<file path="src/rtl/sgrpen_pkg.sv">
package sgrpen_pkg;

    // colour kinds
    localparam logic [1:0] KIND_DEFAULT = 2'd0;
    localparam logic [1:0] KIND_PALETTE = 2'd1;
    localparam logic [1:0] KIND_RGB     = 2'd2;

    // sgr codes and code ranges
    localparam logic [15:0] SGR_RESET          = 16'd0;
    localparam logic [15:0] SGR_SET_LAST       = 16'd9;
    localparam logic [15:0] SGR_CLR_BASE       = 16'd20;
    localparam logic [15:0] SGR_CLR_LAST       = 16'd29;
    localparam logic [15:0] SGR_FG_BASE        = 16'd30;
    localparam logic [15:0] SGR_FG_LAST        = 16'd37;
    localparam logic [15:0] SGR_EXT_FG         = 16'd38;
    localparam logic [15:0] SGR_DEFAULT_FG     = 16'd39;
    localparam logic [15:0] SGR_BG_BASE        = 16'd40;
    localparam logic [15:0] SGR_BG_LAST        = 16'd47;
    localparam logic [15:0] SGR_EXT_BG         = 16'd48;
    localparam logic [15:0] SGR_DEFAULT_BG     = 16'd49;
    localparam logic [15:0] SGR_FG_BRIGHT_BASE = 16'd90;
    localparam logic [15:0] SGR_FG_BRIGHT_LAST = 16'd97;
    localparam logic [15:0] SGR_BG_BRIGHT_BASE = 16'd100;
    localparam logic [15:0] SGR_BG_BRIGHT_LAST = 16'd107;

    // extended colour kind selectors
    localparam logic [15:0] EXT_KIND_INDEX = 16'd5;
    localparam logic [15:0] EXT_KIND_RGB   = 16'd2;

    // attribute masks, set codes indexed by code, clear codes by code minus 20
    localparam logic [7:0] ATTR_SET_MASK [0:9] = '{
        8'h00, 8'h01, 8'h02, 8'h04, 8'h08, 8'h10, 8'h10, 8'h20, 8'h40, 8'h80
    };
    localparam logic [7:0] ATTR_CLR_MASK [0:9] = '{
        8'h00, 8'h03, 8'h03, 8'h04, 8'h08, 8'h10, 8'h00, 8'h20, 8'h40, 8'h80
    };

    typedef enum logic [2:0] {
        PH_IDLE       = 3'd0,
        PH_KIND       = 3'd1,
        PH_INDEX      = 3'd2,
        PH_RED_OR_SLOT = 3'd3,
        PH_GREEN      = 3'd4,
        PH_BLUE       = 3'd5,
        PH_RED        = 3'd6
    } t_ext_phase;

    typedef struct packed {
        logic [7:0]  attrs;
        logic [1:0]  fg_kind;
        logic [23:0] fg_value;
        logic [1:0]  bg_kind;
        logic [23:0] bg_value;
        logic        target_back;
        t_ext_phase  phase;
        logic [15:0] partial_rgb;
    } t_pen;

    localparam t_pen PEN_RESET = '{
        attrs:       8'd0,
        fg_kind:     KIND_DEFAULT,
        fg_value:    24'd0,
        bg_kind:     KIND_DEFAULT,
        bg_value:    24'd0,
        target_back: 1'b0,
        phase:       PH_IDLE,
        partial_rgb: 16'd0
    };

endpackage

</file>
<file path="src/rtl/sgrpen_step.sv">
module sgrpen_step (
    input  sgrpen_pkg::t_pen i_pen,
    input  logic [15:0]      i_param_value,
    input  logic             i_param_omitted,
    input  logic             i_last_param,
    input  logic             i_empty_sequence,
    output sgrpen_pkg::t_pen o_pen
);

    function automatic sgrpen_pkg::t_pen set_ext(sgrpen_pkg::t_pen p, logic [1:0] kind,
                                                 logic [23:0] val);
        sgrpen_pkg::t_pen q;
        q = p;
        if (p.target_back) begin
            q.bg_kind  = kind;
            q.bg_value = val;
        end else begin
            q.fg_kind  = kind;
            q.fg_value = val;
        end
        q.phase       = sgrpen_pkg::PH_IDLE;
        q.partial_rgb = 16'd0;
        return q;
    endfunction

    logic [15:0]      v;
    logic [7:0]       chan;
    logic [15:0]      d_fg;
    logic [15:0]      d_bg;
    logic [15:0]      d_fgb;
    logic [15:0]      d_bgb;
    logic [15:0]      d_clr;
    sgrpen_pkg::t_pen s;

    assign v     = i_param_omitted ? 16'd0 : i_param_value;
    assign chan  = (|v[15:8]) ? 8'hFF : v[7:0];
    assign d_fg  = v - sgrpen_pkg::SGR_FG_BASE;
    assign d_bg  = v - sgrpen_pkg::SGR_BG_BASE;
    assign d_fgb = v - sgrpen_pkg::SGR_FG_BRIGHT_BASE;
    assign d_bgb = v - sgrpen_pkg::SGR_BG_BRIGHT_BASE;
    assign d_clr = v - sgrpen_pkg::SGR_CLR_BASE;

    always_comb begin
        s = i_pen;
        unique case (i_pen.phase)
            sgrpen_pkg::PH_KIND: begin
                if (v == sgrpen_pkg::EXT_KIND_INDEX) begin
                    s.phase = sgrpen_pkg::PH_INDEX;
                end else if (v == sgrpen_pkg::EXT_KIND_RGB) begin
                    s.phase = sgrpen_pkg::PH_RED_OR_SLOT;
                end else begin
                    s = set_ext(i_pen, sgrpen_pkg::KIND_DEFAULT, 24'd0);
                end
            end
            sgrpen_pkg::PH_INDEX: begin
                s = set_ext(i_pen, sgrpen_pkg::KIND_PALETTE, {16'd0, chan});
            end
            sgrpen_pkg::PH_RED_OR_SLOT: begin
                // an omitted colourspace slot is skipped once
                if (i_param_omitted) begin
                    s.phase = sgrpen_pkg::PH_RED;
                end else begin
                    s.partial_rgb = {chan, 8'd0};
                    s.phase       = sgrpen_pkg::PH_GREEN;
                end
            end
            sgrpen_pkg::PH_RED: begin
                s.partial_rgb = {chan, 8'd0};
                s.phase       = sgrpen_pkg::PH_GREEN;
            end
            sgrpen_pkg::PH_GREEN: begin
                s.partial_rgb = {i_pen.partial_rgb[15:8], chan};
                s.phase       = sgrpen_pkg::PH_BLUE;
            end
            sgrpen_pkg::PH_BLUE: begin
                s = set_ext(i_pen, sgrpen_pkg::KIND_RGB, {i_pen.partial_rgb, chan});
            end
            default: begin
                // idle, and the unused phase code
                s.phase = sgrpen_pkg::PH_IDLE;
                priority if (v == sgrpen_pkg::SGR_RESET) begin
                    s.attrs    = 8'd0;
                    s.fg_kind  = sgrpen_pkg::KIND_DEFAULT;
                    s.fg_value = 24'd0;
                    s.bg_kind  = sgrpen_pkg::KIND_DEFAULT;
                    s.bg_value = 24'd0;
                end else if (v <= sgrpen_pkg::SGR_SET_LAST) begin
                    s.attrs = i_pen.attrs | sgrpen_pkg::ATTR_SET_MASK[v[3:0]];
                end else if (v >= sgrpen_pkg::SGR_CLR_BASE && v <= sgrpen_pkg::SGR_CLR_LAST) begin
                    s.attrs = i_pen.attrs & ~sgrpen_pkg::ATTR_CLR_MASK[d_clr[3:0]];
                end else if (v >= sgrpen_pkg::SGR_FG_BASE && v <= sgrpen_pkg::SGR_FG_LAST) begin
                    s.fg_kind  = sgrpen_pkg::KIND_PALETTE;
                    s.fg_value = {21'd0, d_fg[2:0]};
                end else if (v == sgrpen_pkg::SGR_EXT_FG) begin
                    s.target_back = 1'b0;
                    s.phase       = sgrpen_pkg::PH_KIND;
                    s.partial_rgb = 16'd0;
                end else if (v == sgrpen_pkg::SGR_DEFAULT_FG) begin
                    s.fg_kind  = sgrpen_pkg::KIND_DEFAULT;
                    s.fg_value = 24'd0;
                end else if (v >= sgrpen_pkg::SGR_BG_BASE && v <= sgrpen_pkg::SGR_BG_LAST) begin
                    s.bg_kind  = sgrpen_pkg::KIND_PALETTE;
                    s.bg_value = {21'd0, d_bg[2:0]};
                end else if (v == sgrpen_pkg::SGR_EXT_BG) begin
                    s.target_back = 1'b1;
                    s.phase       = sgrpen_pkg::PH_KIND;
                    s.partial_rgb = 16'd0;
                end else if (v == sgrpen_pkg::SGR_DEFAULT_BG) begin
                    s.bg_kind  = sgrpen_pkg::KIND_DEFAULT;
                    s.bg_value = 24'd0;
                end else if (v >= sgrpen_pkg::SGR_FG_BRIGHT_BASE &&
                             v <= sgrpen_pkg::SGR_FG_BRIGHT_LAST) begin
                    s.fg_kind  = sgrpen_pkg::KIND_PALETTE;
                    s.fg_value = {20'd0, 1'b1, d_fgb[2:0]};
                end else if (v >= sgrpen_pkg::SGR_BG_BRIGHT_BASE &&
                             v <= sgrpen_pkg::SGR_BG_BRIGHT_LAST) begin
                    s.bg_kind  = sgrpen_pkg::KIND_PALETTE;
                    s.bg_value = {20'd0, 1'b1, d_bgb[2:0]};
                end else begin
                    s.attrs = i_pen.attrs;
                end
            end
        endcase
    end

    always_comb begin
        o_pen = s;
        if (i_empty_sequence) begin
            o_pen = sgrpen_pkg::PEN_RESET;
        end else if (i_last_param && s.phase != sgrpen_pkg::PH_IDLE) begin
            // sequence ended early: missing operands read as zero
            if (s.phase == sgrpen_pkg::PH_KIND) begin
                o_pen = set_ext(s, sgrpen_pkg::KIND_DEFAULT, 24'd0);
            end else if (s.phase == sgrpen_pkg::PH_INDEX) begin
                o_pen = set_ext(s, sgrpen_pkg::KIND_PALETTE, 24'd0);
            end else begin
                o_pen = set_ext(s, sgrpen_pkg::KIND_RGB, {s.partial_rgb, 8'd0});
            end
        end
    end

endmodule

</file>
<file path="src/rtl/sgr_pen_attribute_decoder_top.sv">
// sgr pen attribute decoder
//
// takes the parameters of one sgr control sequence, one parameter per transfer
// on the input channel (i_in_valid / o_in_stall), and keeps the current pen:
// eight attribute bits, a foreground and a background colour. after every
// parameter the whole pen is sent as one transfer on the output channel
// (o_out_valid / i_out_stall); o_pen_valid is low while an extended colour
// (38 or 48) still waits for operands.
//
// the pen for a parameter is decoded from the input register and offered
// from the pen register once that register advances. throughput: one
// parameter per cycle unless the output stalls; the path is an input
// register, one pass of decode logic, and the pen register, which is also
// the result. the pen register advances only when the previous result has
// been taken, so under output stall the input register holds one more
// parameter and o_in_stall rises once that register is full.
//
// reset (synchronous, active low) clears the pen to default colours and no
// attributes, drops any pending extended colour and empties both registers.
module sgr_pen_attribute_decoder_top (
    input  logic        i_clk,
    input  logic        i_rst_n,
    input  logic        i_in_valid,
    output logic        o_in_stall,
    input  logic [15:0] i_param_value,
    input  logic        i_param_omitted,
    input  logic        i_last_param,
    input  logic        i_empty_sequence,
    output logic        o_out_valid,
    input  logic        i_out_stall,
    output logic [7:0]  o_attr_bits,
    output logic [1:0]  o_fg_kind,
    output logic [23:0] o_fg_value,
    output logic [1:0]  o_bg_kind,
    output logic [23:0] o_bg_value,
    output logic        o_pen_valid
);

    // input register
    logic        r_in_valid;
    logic [15:0] r_in_value;
    logic        r_in_omitted;
    logic        r_in_last;
    logic        r_in_empty;

    // pen state, doubles as the result register
    sgrpen_pkg::t_pen r_pen;
    sgrpen_pkg::t_pen n_pen;
    logic             r_out_valid;

    logic in_xfer;
    logic advance;

    // the pen may move on when the current result is gone or leaves now
    assign advance    = r_in_valid && (!r_out_valid || !i_out_stall);
    assign o_in_stall = r_in_valid && !advance;
    assign in_xfer    = i_in_valid && !o_in_stall;

    sgrpen_step u_step (
        .i_pen            (r_pen),
        .i_param_value    (r_in_value),
        .i_param_omitted  (r_in_omitted),
        .i_last_param     (r_in_last),
        .i_empty_sequence (r_in_empty),
        .o_pen            (n_pen)
    );

    always_ff @(posedge i_clk) begin
        if (!i_rst_n) begin
            r_in_valid <= 1'b0;
        end else if (in_xfer) begin
            r_in_valid <= 1'b1;
        end else if (advance) begin
            r_in_valid <= 1'b0;
        end
    end

    // payload of the input register, no reset needed
    always_ff @(posedge i_clk) begin
        if (in_xfer) begin
            r_in_value   <= i_param_value;
            r_in_omitted <= i_param_omitted;
            r_in_last    <= i_last_param;
            r_in_empty   <= i_empty_sequence;
        end
    end

    always_ff @(posedge i_clk) begin
        if (!i_rst_n) begin
            r_pen       <= sgrpen_pkg::PEN_RESET;
            r_out_valid <= 1'b0;
        end else if (advance) begin
            r_pen       <= n_pen;
            r_out_valid <= 1'b1;
        end else if (!i_out_stall) begin
            r_out_valid <= 1'b0;
        end
    end

    assign o_out_valid = r_out_valid;
    assign o_attr_bits = r_pen.attrs;
    assign o_fg_kind   = r_pen.fg_kind;
    assign o_fg_value  = r_pen.fg_value;
    assign o_bg_kind   = r_pen.bg_kind;
    assign o_bg_value  = r_pen.bg_value;
    assign o_pen_valid = (r_pen.phase == sgrpen_pkg::PH_IDLE);

endmodule

</file>
<file path="config.mk">
export PLATFORM = sky130hd
export DESIGN_NAME = sgr_pen_attribute_decoder_top
export DESIGN_NICKNAME = d
export VERILOG_FILES = /design/src/rtl/sgrpen_pkg.sv /design/src/rtl/sgrpen_step.sv /design/src/rtl/sgr_pen_attribute_decoder_top.sv
export SDC_FILE = /design/constraint.sdc
export NUM_CORES = 1
export LEC_CHECK = 0
export ABC_AREA = 1
export BUFFER_PORTS_ARGS = -buffer_cell sky130_fd_sc_hd__buf_2
export CORE_MARGIN = 2
export CORE_UTILIZATION = 55
export DETAILED_ROUTE_END_ITERATION = 7
export PLACE_DENSITY = 0.78
export SKIP_CTS_REPAIR_TIMING = 1
export SLEW_MARGIN = 20
export SYNTH_ARGS = -nofsm -noshare
export SYNTH_HDL_FRONTEND = slang
export SYNTH_SLANG_ARGS = --single-unit
</file>
<file path="constraint.sdc">
create_clock -name i_clk -period 2.5 [get_ports i_clk]
set_input_delay 0.125 -clock i_clk [delete_from_list [all_inputs] [get_ports i_clk]]
set_output_delay 0.125 -clock i_clk [all_outputs]
set_load 0.02 [all_outputs]
</file>
# After elaboration in Yosys (flattened, before gate mapping)
# Memories as Yosys holds them, arrays and structs flattened.
# Cells that the tools add are included.
# classes
n_reduce_logical	22
order_cmp	13
eq_ne	15
addsub	5
bitwise	5
muxes	81
# ops
op	count
2-to-1 mux 60 bit	10
2-to-1 mux 26 bit	20
2-to-1 mux 46 bit	8
2-to-1 mux 72 bit	5
2-to-1 mux 34 bit	8
case mux 61 bit (4 select lines)	1
2-to-1 mux 53 bit	2
case mux 19 bit (5 select lines)	1
2-to-1 mux 20 bit	4
2-to-1 mux 80 bit	1
2-to-1 mux 8 bit	9
== test 16 x 6 -> 1 bit, second input constant	4
2-to-1 mux 16 bit	4
2-to-1 mux 52 bit	1
>= comparator 16 x 5 -> 1 bit, second input constant	2
>= comparator 16 x 7 -> 1 bit, second input constant	2
less-or-equal comparator 16 x 6 -> 1 bit, second input constant	2
less-or-equal comparator 16 x 7 -> 1 bit, second input constant	2
== test 16 x 2 -> 1 bit, second input constant	1
== test 16 x 3 -> 1 bit, second input constant	1
>= comparator 16 x 6 -> 1 bit, second input constant	1
less-or-equal comparator 16 x 4 -> 1 bit, second input constant	1
less-or-equal comparator 16 x 5 -> 1 bit, second input constant	1
zero test 16 bit	1
26 further kinds	49
# totals
out_inout_bits	63
mem_count	2
mem_bits_ro	256
elab_cells	157
ff_bits	101
# memory_table
memory	words	width	read_ports	rd_ports_with_merged_regs	wr	line_no	rtl
(name not given)	16	8	1	0	0	sgrpen_step.sv:88	s.attrs = i_pen.attrs | sgrpen_pkg::ATTR_SET_MASK[v[3:0]];
(name not given)	16	8	1	0	0	sgrpen_step.sv:90	s.attrs = i_pen.attrs & ~sgrpen_pkg::ATTR_CLR_MASK[d_clr[3:0]];

# Longest topological paths before layout
# depth
depth_word	35
mapped_depth	23

# By module
# A second synthesis with hierarchy kept.
# hier_totals
cells_unflattened	1582
area_unflattened_um2	9265.1
# by_module_without_submodules
mod	area_each_um2	cells_per_inst	n_inst
sgr_pen_attribute_decoder_top	4660.7	616	1
sgrpen_step	4604.4	966	1

# Worst setup path before layout
# OpenSTA, ideal clock, no wires.
# synth_timing
path_kind	register to register
startpoint	register r_in_omitted
endpoint	register r_pen (netlist bit o_fg_value[18])
path_slack_ns	-0.130
path_buffers	3
stages_incl_launch_ff	23
period_less_slack_ns	2.630
setup_ns	0.110
arrival_time_ns	2.520
path_cell_list	edfxtp_1 buf_6 inv_6 buf_6 nand2_4 inv_1 ha_1 nand3_1 nor2_2 nand2_2 nand2_2 nand2_4 inv_2 nor2_1 nand2_4 nand2_2 nand2_2 nand2_1 buf_4 nand2_1 nand3_1 nand2_1 inv_1
# synth_between
elab_chain_len	34
# synth_lines
element	line_no	rtl
start, declared	sgr_pen_attribute_decoder_top.sv:42	logic r_in_omitted;
start signal, assigned	sgr_pen_attribute_decoder_top.sv:82	r_in_omitted <= i_param_omitted;
2-to-1 mux 16 bit	sgrpen_step.sv:35	assign v = i_param_omitted ? 16'd0 : i_param_value;
>= comparator 16 x 7 -> 1 bit / less-or-equal comparator 16 x 7 -> 1 bit (equally long branches)	sgrpen_step.sv:111, sgrpen_step.sv:112	
logical AND 1 bit	sgrpen_step.sv:111	end else if (v >= sgrpen_pkg::SGR_FG_BRIGHT_BASE &&
2-to-1 mux 26 bit	sgrpen_step.sv:111	
2-to-1 mux 26 bit	sgrpen_step.sv:108	end else if (v == sgrpen_pkg::SGR_DEFAULT_BG) begin
2-to-1 mux 52 bit	sgrpen_step.sv:104	end else if (v == sgrpen_pkg::SGR_EXT_BG) begin
2-to-1 mux 60 bit	sgrpen_step.sv:101	end else if (v >= sgrpen_pkg::SGR_BG_BASE && v <= sgrpen_pkg::SGR_BG_LAST) begin
2-to-1 mux 60 bit	sgrpen_step.sv:98	end else if (v == sgrpen_pkg::SGR_DEFAULT_FG) begin
[... 18 more ...]	n/a	
2-to-1 mux 72 bit	sgrpen_step.sv:87	end else if (v <= sgrpen_pkg::SGR_SET_LAST) begin
2-to-1 mux 60 bit	sgrpen_step.sv:81	priority if (v == sgrpen_pkg::SGR_RESET) begin
case mux 61 bit (4 select lines)	sgrpen_step.sv:45	unique case (i_pen.phase)
2-to-1 mux 26 bit	sgrpen_step.sv:14	if (p.target_back) begin
2-to-1 mux 72 bit	sgrpen_step.sv:134	end else if (s.phase == sgrpen_pkg::PH_INDEX) begin
2-to-1 mux 72 bit	sgrpen_step.sv:132	if (s.phase == sgrpen_pkg::PH_KIND) begin
2-to-1 mux 72 bit (*)	sgrpen_step.sv:130	end else if (i_last_param && s.phase != sgrpen_pkg::PH_IDLE) begin
2-to-1 mux 80 bit (*)	sgrpen_step.sv:128	if (i_empty_sequence) begin
end signal, assigned	sgr_pen_attribute_decoder_top.sv:90	r_pen <= sgrpen_pkg::PEN_RESET;
end signal, assigned	sgr_pen_attribute_decoder_top.sv:93	r_pen <= n_pen;
end, declared	sgr_pen_attribute_decoder_top.sv:47	sgrpen_pkg::t_pen r_pen;
# Mark *: on every way between the ends. The rest lies on a longest branch, timed or not. The select of a mux whose other input is x is not followed.
# A chain may end at the register's enable or synchronous reset.

# Final worst setup path
# layout_timing
startpoint	register r_in_omitted
endpoint	register r_pen (netlist bit o_fg_value[9])
# Same word-level chain as after synthesis.

==> flow_summary.json <==
{
  "fin_crit_ns": 2.62,
  "finalCritPeriodShare_pct": 105,
  "rsz0062_at_grt": "true",
  "cts_root_buf": "clkbuf_16",
  "clk_pin_slew_ns": 0.08,
  "start_kind": "flip-flop",
  "die_x_um": 133,
  "fin_setup_tns_ns": -1.79,
  "start_util_pct": 55.7,
  "mostFrequentLayoutCells": "nand2_1, nand3_1, buf_4",
  "endpoint_kind": "flip-flop",
  "route.antenna.remaining_nets": 0,
  "final_common_cell": "nand2_1",
  "drc_errors": 0,
  "num_rows": 47,
  "relSlewSlack_pct": 43.7,
  "placedInstanceArea_um2": 10300,
  "antenna_found_initial": 0,
  "grt_start_max_net_pins": 75,
  "grt_overflow": 0,
  "skew_ns": 0.00977,
  "synthCells": 1521,
  "worstPathRequired_ns": 2.80,
  "cp_max_fo": 10,
  "vias": 10800,
  "netlist_area_um2": 9140,
  "place_ws_ns": -0.0895,
  "core_area_um2": 16400,
  "r2r_start": "r_in_omitted",
  "finalHoldViolations": 0,
  "status": "finished, violations left",
  "area_growth_pct": 22.3,
  "finalSetupViolCount": 39,
  "wire_per_inst_um": 17.7,
  "slew_viol_final": 0,
  "r2r_end": "o_fg_value[9]",
  "tightest_slew_ns": 0.843,
  "port_buffers": 85,
  "wl_um": 33400,
  "clkSinkCount": 101,
  "viasPerCell": 5.73,
  "avgSynthCellArea_um2": 6.01,
  "clock_latency_ns": 0.36,
  "power_density_nw_per_um2": 333,
  "cts_tree": "built",
  "drv_cap": 0,
  "ios": 86,
  "cts-htree-levels": 3,
  "drive_gt1_share_pct": 24.7,
  "dieArea_um2": 17700,
  "ys_warn_count": 0,
  "layout.nets": 1687,
  "cts_inserted_buffers": 9,
  "fmax_mhz": 382,
  "worstSetupPathType": "reg -> reg",
  "reg2reg_setup_slack_ns": -0.12,
  "ys_ff_latch": 101,
  "dpl.hpwl_um": 23600,
  "first_pass_iters": 5,
  "gp_congestion": 1.03,
  "leakagePower_uw": 0.00507,
  "design_area_um2": 11200,
  "grt_pass1_vias": 9325,
  "setup_ws_ns": -0.120,
  "min-delay-start": "i_in_valid",
  "hold_ws_ns": 0.0273,
  "grt_pass1_wl_um": 50600,
  "worstRegToRegCells": 18,
  "track_usage_pct": 36.0,
  "hp-class": "in -> reg",
  "violations": "setup timing",
  "cp.arrival_ns": 2.92,
  "hold_depth": 3,
  "cts_buffer_depth": 2,
  "synth.distinct_cells": 48,
  "syn_nets": 1547,
  "drt_iter0_drc": 1295,
  "vdd_drop_max_mv": 0.303,
  "ys_seq_area_share_pct": 24.2,
  "min_to": "r_in_valid",
  "die_h_um": 133,
  "num_antenna_cells": 0
}
worst max-delay path, cell delays in order, from the launching register on:
cell and delay (ns):
edfxtp_1 0.44, clkinv_4 0.14, buf_6 0.16, o21ai_2 0.06, nand2_2 0.11, nor2_8 0.14, buf_12 0.15, buf_12 0.11
nand3_4 0.08, nand2_4 0.09, nand2_4 0.05, nand2_4 0.09, nand2_4 0.07, nand2_4 0.11, nand3_4 0.14, nor2_8 0.16
buf_12 0.16, nand3_2 0.13, a21oi_2 0.15
logic make-up (layout without fill, tap and decap cells):
logic type               Yosys count  in the layout  share of synthesized area (%)
AND/OR/NAND/NOR                  874            876                           44.0
AO/OA/AOI/OAI                    259            259                           16.1
adder cells (fa/ha/maj)            3              3                          0.411
buffers and inverters            284            427                           15.2
flip-flops                       101            101                           24.2
worst max path at each step:
stage                 start              to  slack [ns]
3_3_place_gp   r_in_omitted   o_fg_value[9]        -0.1
5_1_grt        r_in_omitted  o_fg_value[22]       -0.25
4_1_cts        r_in_omitted   o_fg_value[9]       -0.12
6_report       r_in_omitted   o_fg_value[9]       -0.12
2_1_floorplan  r_in_omitted  o_fg_value[18]       0.002
3_5_place_dp   r_in_omitted   o_fg_value[9]       -0.09
registers in the layout (all words and copies together) (netlist names):
name and cells:
r_in_omitted 1, o_out_valid 1, r_in_valid 1, r_pen 20, o_attr_bits 8, o_fg_value 24, r_in_last 1, r_in_value 16
o_bg_value 24, r_in_empty 1, o_bg_kind 2, o_fg_kind 2
cell type report:
class                   instances  area, um2
multi-input cells            1138       5790
fillers                      1498       5240
inverters                     151        587
flip-flops and latches        101       2210
well taps                     220        275
clock buffers                   9        225
repair buffers                259       2030
repair inverters                1       6.26
clock inverters                 7       47.5
metal layers:
metal	GRT usage, %	vias to the layer above	share of wire, %
met5	0	-	0
met4	14.0	0	3.2
met3	4.83	94	11
met2	54.2	672	44
met1	52.1	4847	41
li1	-	5191	-
Yosys cell counts, drive strengths merged:
master | number | area [um2]
a22oi | 5 | 37.5
a32oi | 7 | 61.3
ha | 3 | 37.5
clkinv | 5 | 18.8
a21oi | 128 | 689
nand3b | 1 | 7.51
o21bai | 1 | 7.51
dfxtp | 82 | 1640
buf | 84 | 637
inv | 146 | 553
o221ai | 2 | 17.5
edfxtp | 19 | 571
o31ai | 1 | 7.51
o211ai | 7 | 57.6
nor2 | 127 | 619
clkbuf | 49 | 184
o21ai | 82 | 425
a211oi | 1 | 7.51
a2bb2oi | 1 | 8.76
nor3 | 16 | 90.1
nand4 | 21 | 146
a31oi | 8 | 50.1
nand3 | 186 | 1050
or2 | 3 | 18.8
o22ai | 15 | 93.8
nand2 | 520 | 2090
o2111ai | 1 | 8.76
stage by stage:
stage,std cells,power (uW),utilization (%)
3_3_place_gp,1837,2270,62.9
2_1_floorplan,1521,2050,-
4_1_cts,1853,3640,64.6
6_report,1886,3720,68.1
3_5_place_dp,1837,2280,62.9
5_1_grt,1886,3810,68.1
where the power goes:
group | switching, uW | internal [uW]
combinational | 397 | 223
clock | 711 | 682
sequential | 24.8 | 1680
total | 1130 | 2590
Note: power is estimated with default switching activity, not from simulation.
